## src/drum_step_sequencer_defines.svh

```systemverilog
// ============================================================================
// Drum step sequencer assertion macros
// Shared concurrent assertion templates for the sequencer RTL.
// ============================================================================
`ifndef DRUM_STEP_SEQUENCER_DEFINES_SVH
`define DRUM_STEP_SEQUENCER_DEFINES_SVH

// The condition must hold at every clock edge outside reset.
`define DSS_ASSERT_ALWAYS(label, clk, rst_n, expr, msg) \
    label: assert property (@(posedge clk) disable iff (!rst_n) (expr)) \
        else $error(msg);

// The consequent must hold in the same cycle as the antecedent.
`define DSS_ASSERT_IMPL(label, clk, rst_n, ante, cons, msg) \
    label: assert property (@(posedge clk) disable iff (!rst_n) (ante) |-> (cons)) \
        else $error(msg);

// The consequent must hold in the cycle after the antecedent.
`define DSS_ASSERT_NEXT(label, clk, rst_n, ante, cons, msg) \
    label: assert property (@(posedge clk) disable iff (!rst_n) (ante) |=> (cons)) \
        else $error(msg);

`endif

```

## src/dss_pkg.sv

```systemverilog
// ============================================================================
// Drum step sequencer package
// Sizes, constants, request payload types and helper functions.
// ============================================================================
package dss_pkg;

    // Pattern store geometry.
    localparam int NUM_STEPS = 16;
    localparam int NUM_ROWS  = 5;
    localparam int STEP_W    = (NUM_STEPS > 2) ? $clog2(NUM_STEPS) : 1;
    localparam int ROW_W     = $clog2(NUM_ROWS);
    localparam int DRUM_CNT  = 4;

    // Field widths of the channels.
    localparam int BEAT_W     = 16;
    localparam int TICK_W     = 16;
    localparam int TEMPO_W    = 8;
    localparam int MIDI_W     = 8;
    localparam int POS_W      = 4;
    localparam int ROW_OUT_W  = 3;
    localparam int DISP_OUT_W = 11;

    // Display word: step*100 + cursor, wide enough for the largest step count.
    localparam int DISP_NEED = $clog2((NUM_STEPS - 1) * 100 + NUM_STEPS);
    localparam int DISP_W    = (DISP_NEED > DISP_OUT_W) ? DISP_NEED : DISP_OUT_W;

    // Serial divider sizing.
    localparam int DIV_STEPS = BEAT_W;
    localparam int DIV_CNT_W = $clog2(DIV_STEPS + 1);

    // Constants.
    localparam logic [BEAT_W-1:0]  BEAT_RESET  = 16'd15000;
    localparam logic [TEMPO_W-1:0] TEMPO_RESET = 8'd120;
    localparam logic [TEMPO_W-1:0] TEMPO_MIN   = 8'd10;
    localparam logic [TEMPO_W-1:0] TEMPO_MAX   = 8'd250;
    localparam logic [MIDI_W-1:0]  NOTE_ON     = 8'h90;
    localparam logic [MIDI_W-1:0]  NOTE_BASE   = 8'h24;
    localparam int                 DISP_SCALE  = 100;

    // Encoder movement codes.
    typedef enum logic [1:0] {
        ENC_NONE = 2'd0,
        ENC_UP   = 2'd1,
        ENC_DOWN = 2'd2
    } enc_dir_t;

    // One poll of the front panel.
    typedef struct packed {
        logic              tick;
        logic              fwd_switch_n;
        logic              back_switch_n;
        logic              edit_button;
        logic              left_enc_a;
        logic              left_enc_b;
        logic              right_enc_a;
        logic              right_enc_b;
        logic              midi_valid;
        logic [MIDI_W-1:0] midi_byte;
    } dss_in_t;

    // One status result.
    typedef struct packed {
        logic [DRUM_CNT-1:0]   drum_triggers;
        logic [POS_W-1:0]      play_position;
        logic [POS_W-1:0]      cursor_position;
        logic [ROW_OUT_W-1:0]  edit_row;
        logic [TEMPO_W-1:0]    tempo_now;
        logic [DISP_OUT_W-1:0] display_value;
    } dss_out_t;

    // Reset contents of one pattern row.
    function automatic logic [NUM_STEPS-1:0] row_reset(input int row);
        logic [NUM_STEPS-1:0] bits;
        bits = '0;
        for (int c = 0; c < NUM_STEPS; c++)
        begin
            if (row == 0 || (row == 4 && (c % 4) == 0))
            begin
                bits[c] = 1'b1;
            end
        end
        return bits;
    endfunction

    // Quadrature decode: Gray sequence 0-1-3-2-0 counts up.
    function automatic enc_dir_t enc_decode(input logic [1:0] last, input logic [1:0] now);
        enc_dir_t dir;
        unique case ({last, now})
            4'b00_01, 4'b01_11, 4'b11_10, 4'b10_00: dir = ENC_UP;
            4'b00_10, 4'b10_11, 4'b11_01, 4'b01_00: dir = ENC_DOWN;
            default:                                 dir = ENC_NONE;
        endcase
        return dir;
    endfunction

endpackage

```

## src/dss_divider.sv

```systemverilog
// ============================================================================
// Drum step sequencer serial divider
// Restoring divider, one quotient bit per cycle, for the step period.
// ============================================================================
module dss_divider import dss_pkg::*;
(
    input  logic               clk,
    input  logic               rst_n,
    input  logic               start,
    input  logic [BEAT_W-1:0]  dividend,
    input  logic [TEMPO_W-1:0] divisor,
    output logic               done,
    output logic [BEAT_W-1:0]  quotient
);

    logic [DIV_CNT_W-1:0] cnt_reg;
    logic [DIV_CNT_W-1:0] cnt_next;
    logic                 done_reg;
    logic                 done_next;
    logic [TEMPO_W-1:0]   rem_reg;
    logic [TEMPO_W-1:0]   rem_next;
    logic [BEAT_W-1:0]    quo_reg;
    logic [BEAT_W-1:0]    quo_next;
    logic [TEMPO_W-1:0]   div_reg;
    logic [TEMPO_W-1:0]   div_next;
    logic [TEMPO_W:0]     rem_shift;
    logic                 rem_ge;
    logic [TEMPO_W:0]     rem_diff;

    // One trial subtraction per cycle.
    always_comb
    begin
        rem_shift = {rem_reg, quo_reg[BEAT_W-1]};
        rem_ge    = (rem_shift >= {1'b0, div_reg});
        rem_diff  = rem_shift - {1'b0, div_reg};
        cnt_next  = cnt_reg;
        rem_next  = rem_reg;
        quo_next  = quo_reg;
        div_next  = div_reg;
        done_next = 1'b0;
        if (start)
        begin
            cnt_next = DIV_CNT_W'(DIV_STEPS);
            rem_next = '0;
            quo_next = dividend;
            div_next = divisor;
        end
        else if (cnt_reg != '0)
        begin
            cnt_next  = cnt_reg - 1'b1;
            rem_next  = rem_ge ? rem_diff[TEMPO_W-1:0] : rem_shift[TEMPO_W-1:0];
            quo_next  = {quo_reg[BEAT_W-2:0], rem_ge};
            done_next = (cnt_reg == DIV_CNT_W'(1));
        end
    end

    // Control state.
    always_ff @(posedge clk or negedge rst_n)
    begin
        if (!rst_n)
        begin
            cnt_reg  <= '0;
            done_reg <= 1'b0;
        end
        else
        begin
            cnt_reg  <= cnt_next;
            done_reg <= done_next;
        end
    end

    // Datapath registers.
    always_ff @(posedge clk)
    begin
        rem_reg <= rem_next;
        quo_reg <= quo_next;
        div_reg <= div_next;
    end

    assign done     = done_reg;
    assign quotient = quo_reg;

endmodule

```

## config.mk

```make
export PLATFORM = sky130hd
export DESIGN_NAME = dss_divider
export DESIGN_NICKNAME = d
export VERILOG_FILES = /design/src/drum_step_sequencer_defines.svh /design/src/dss_pkg.sv /design/src/dss_divider.sv
export SDC_FILE = /design/constraint.sdc
export NUM_CORES = 1
export LEC_CHECK = 0
export ABC_AREA = 1
export BUFFER_PORTS_ARGS = -buffer_cell sky130_fd_sc_hd__buf_2
export CAP_MARGIN = 25
export CORE_MARGIN = 1
export CORE_UTILIZATION = 37
export DETAILED_ROUTE_END_ITERATION = 12
export PLACE_DENSITY = 0.61
export SLEW_MARGIN = 20
export SYNTH_ARGS = -nofsm -noshare
export SYNTH_HDL_FRONTEND = slang
export SYNTH_SLANG_ARGS = --single-unit
```

## constraint.sdc

```tcl
create_clock -name clk -period 2.1 [get_ports clk]
set_input_delay 0.105 -clock clk [delete_from_list [all_inputs] [get_ports clk]]
set_output_delay 0.105 -clock clk [all_outputs]
set_load 0.01 [all_outputs]
```

==> metrics.txt <==
R2R setup slack 0.27 ns; area delta synth->final 24.3%; Final Cycle Share 0.873; Vias/cell 4.65; Longest Clk Path Bufs 2; H-tree Lvls 2; Max Clock Skew 0.00997 ns; Largest register FFs 16; Crit path max-delay family simple AND/OR/NAND/NOR gates; Max-cap violations 0; sequential power share 0.343; Iter 0 DRT Violations 62; first-pass GRT wire length 7620 um; cts bufs inserted 5; layout cells sized above 1 0.224; Top cell by count, worst path nand2_1; DIE AREA 6050 um2; Worst-path clk slew 0.08 ns; Worst setup SP type flip-flop; CP Data Required Time 2.14 ns; Synth cell types 34; sw power 1.30 mW; clk root buf clkbuf_8; fin crit period 1.83 ns; kind of critical path reg -> reg; Hold Fails Final Rpt 0; Int Pwr 2.07 mW; initial antenna violation count 0; cell taking the most area after synthesis edfxtp_1; drt pass-1 iters 4; final setup vio count 0; crit-path cells inv_1 > ha_1 > nand2_1 > nand2_1 > a21oi_2 > and2_1 > a31oi_1; synthesized cell area 2120 um2; CTS tree yes; TNS Setup 0 ns; Ports 44; r2r startpoint div_reg[6]$_DFFE_PP_; total gr overflow 0; sequential area share after synthesis 0.485; multiplexer share of the synthesized area 0; yosys warns 0; Yosys top cell area share 0.339; combinational power share 0.441; Critical R2R Capture quotient[0]$_DFFE_PP_; Post-Synth Simple-Gate Area 0.318; Post-DRT Antenna Nets 0; WP data arrival 1.87 ns; VDD IR max 0.513 mV; Post-Synth Adder-Cell Area 0.0742; vias in the first global route 1704; P_leak 1.36 nW; Setup Buffers After CTS 0; Syn Inst Count 246; largest family of logic cells by synthesized area simple AND/OR/NAND/NOR gates; DR WL/cell 11.6 um; n_diodes 0; Die Ht 77.8 um; Placer Congestion 0.799; largest net degree at the start of global routing 19; Worst Path Max Fanout 9; Worst-Skew Late Latency 0.29 ns; fin. max-slew vios 0; All-Layer GR Usage 0.160; max incr delay on CP 0.39 ns; Hold Crit Class in -> reg; RSZ-0062 raised after global routing false; Avg Inst Size Synth 8.64 um2; Critical Path Source div_reg[6]$_DFFE_PP_; Fmax 545 MHz; std cell rows 27; Routed WL 4380 um; Clk network pwr share 0.216; post-CTS sizing 0; Port Buf Inserts 43; post-route DRC violation count 0; Syn Nets 285; DP HPWL 3150 um; Worst Tran Pin Value 0.683 ns; CP Buf/Inv Count 1; leading post-synthesis cells by cell area edfxtp_1 34%, nand2_1 17%, dfxtp_1 7.5%, dfrtp_1 7.1%, ha_1 6.5%; Die Wd 77.8 um; power density over cell area 1280 nW/um2; worst setup path end quotient[0]$_DFFE_PP_; Setup crit end kind flip-flop; final net count 342; Clock Sinks 38; Slowest-stage cell, CP and2_1; Net Sw Frac 0.385; Seq cells post-synth 38; Hold Buf Count CTS 9; post-synthesis compound-gate area fraction 0.0377; WP depth 7; cell area after placement 2410 um2; most common cell after layout, fill and taps aside nand2_1; via count 1747; Starting Density 0.386; fin area 2640 um2; most frequent cells in the layout 95 x nand2_1, 43 x buf_2, 29 x inv_1, 24 x edfxtp_1, 21 x nand3_1; xor/xnor share of the synthesized area 0.0165; R2R depth 7; Max-slew headroom 0.544; status complete, no violations; core box area 5510 um2
power by group through the flow:
stage | clock [mW] | combinational (mW) | sequential (mW)
after floorplan | 0 | 1.13 | 1.18
after global placement | 0 | 1.45 | 1.17
after detailed placement | 0 | 1.47 | 1.17
after CTS | 0.743 | 1.49 | 1.16
after global routing | 0.780 | 1.67 | 1.19
final | 0.727 | 1.49 | 1.16
synth_stat cells, drive strengths merged:
cell	count
a21oi	5
fa	1
a211oi	1
a31oi	2
o21ai	1
o22ai	1
o21bai	1
nand4	2
and2	1
ha	11
edfxtp	24
nor2	14
xnor2	2
inv	29
nor3	1
a211o	1
buf	1
dfxtp	8
nand3	25
or2	1
xor2	2
clkbuf	3
dfrtp	6
clkinv	1
nand2	97
nand3b	5
worst min-delay path by stage:
stage | cells past startpoint | slack, ns | start | endpoint
floorplan | 0 | -0.19 | rst_n | cnt_reg[0]$_DFFE_PN0P_
global placement | 1 | -0.06 | rst_n | cnt_reg[4]$_DFFE_PN0P_
detailed placement | 1 | -0.06 | rst_n | cnt_reg[4]$_DFFE_PN0P_
CTS | 3 | 0.07 | dividend[7] | quotient[7]$_DFFE_PP_
global route | 3 | 0.07 | dividend[15] | quotient[15]$_DFFE_PP_
finish | 3 | 0.08 | dividend[15] | quotient[15]$_DFFE_PP_
per-layer routing:
layer,up-vias,track usage,share of wire
li1,910,-,-
met1,792,0.212,0.50
met2,40,0.263,0.45
met3,5,0.0294,0.038
met4,0,0.0509,0.011
met5,-,0,0
kinds of logic (layout without fill, tap and decap cells):
| kind of cell | Yosys count | in the layout |
|---|---|---|
| DFF | 38 | 38 |
| adders and majority gates | 12 | 12 |
| xor gates and xnor gates | 4 | 4 |
| buffers and inverters | 34 | 92 |
| and+or+nand+nor | 146 | 146 |
| AOI/OAI and AO/OA | 12 | 12 |
metrics by stage:
step / hold WS (ns) / setup slack, ns / utilization / instances / total power, mW
after floorplan: -0.191 / 0.461 / - / 246 / 2.31
after global placement: -0.0600 / 0.326 / 0.438 / 359 / 2.62
after detailed placement: -0.0597 / 0.256 / 0.438 / 359 / 2.63
after CTS: 0.0697 / 0.270 / 0.479 / 376 / 3.39
after global routing: 0.0720 / 0.131 / 0.479 / 376 / 3.64
final: 0.0765 / 0.266 / 0.479 / 376 / 3.37
tightest hold or removal path: stages:
cell     delay (ns)
buf_2          0.07
nand2_1        0.04
nand2_1        0.05
final cells by class:
class	instances	area (um2)
fillers	523	2870
clock buffers	7	108
well taps	72	90.1
flip-flops and latches	38	1030
multi-input cells	174	948
clock inverters	1	30.0
repair buffers	54	320
inverters	30	113
Note: power is estimated with default switching activity, not from simulation.
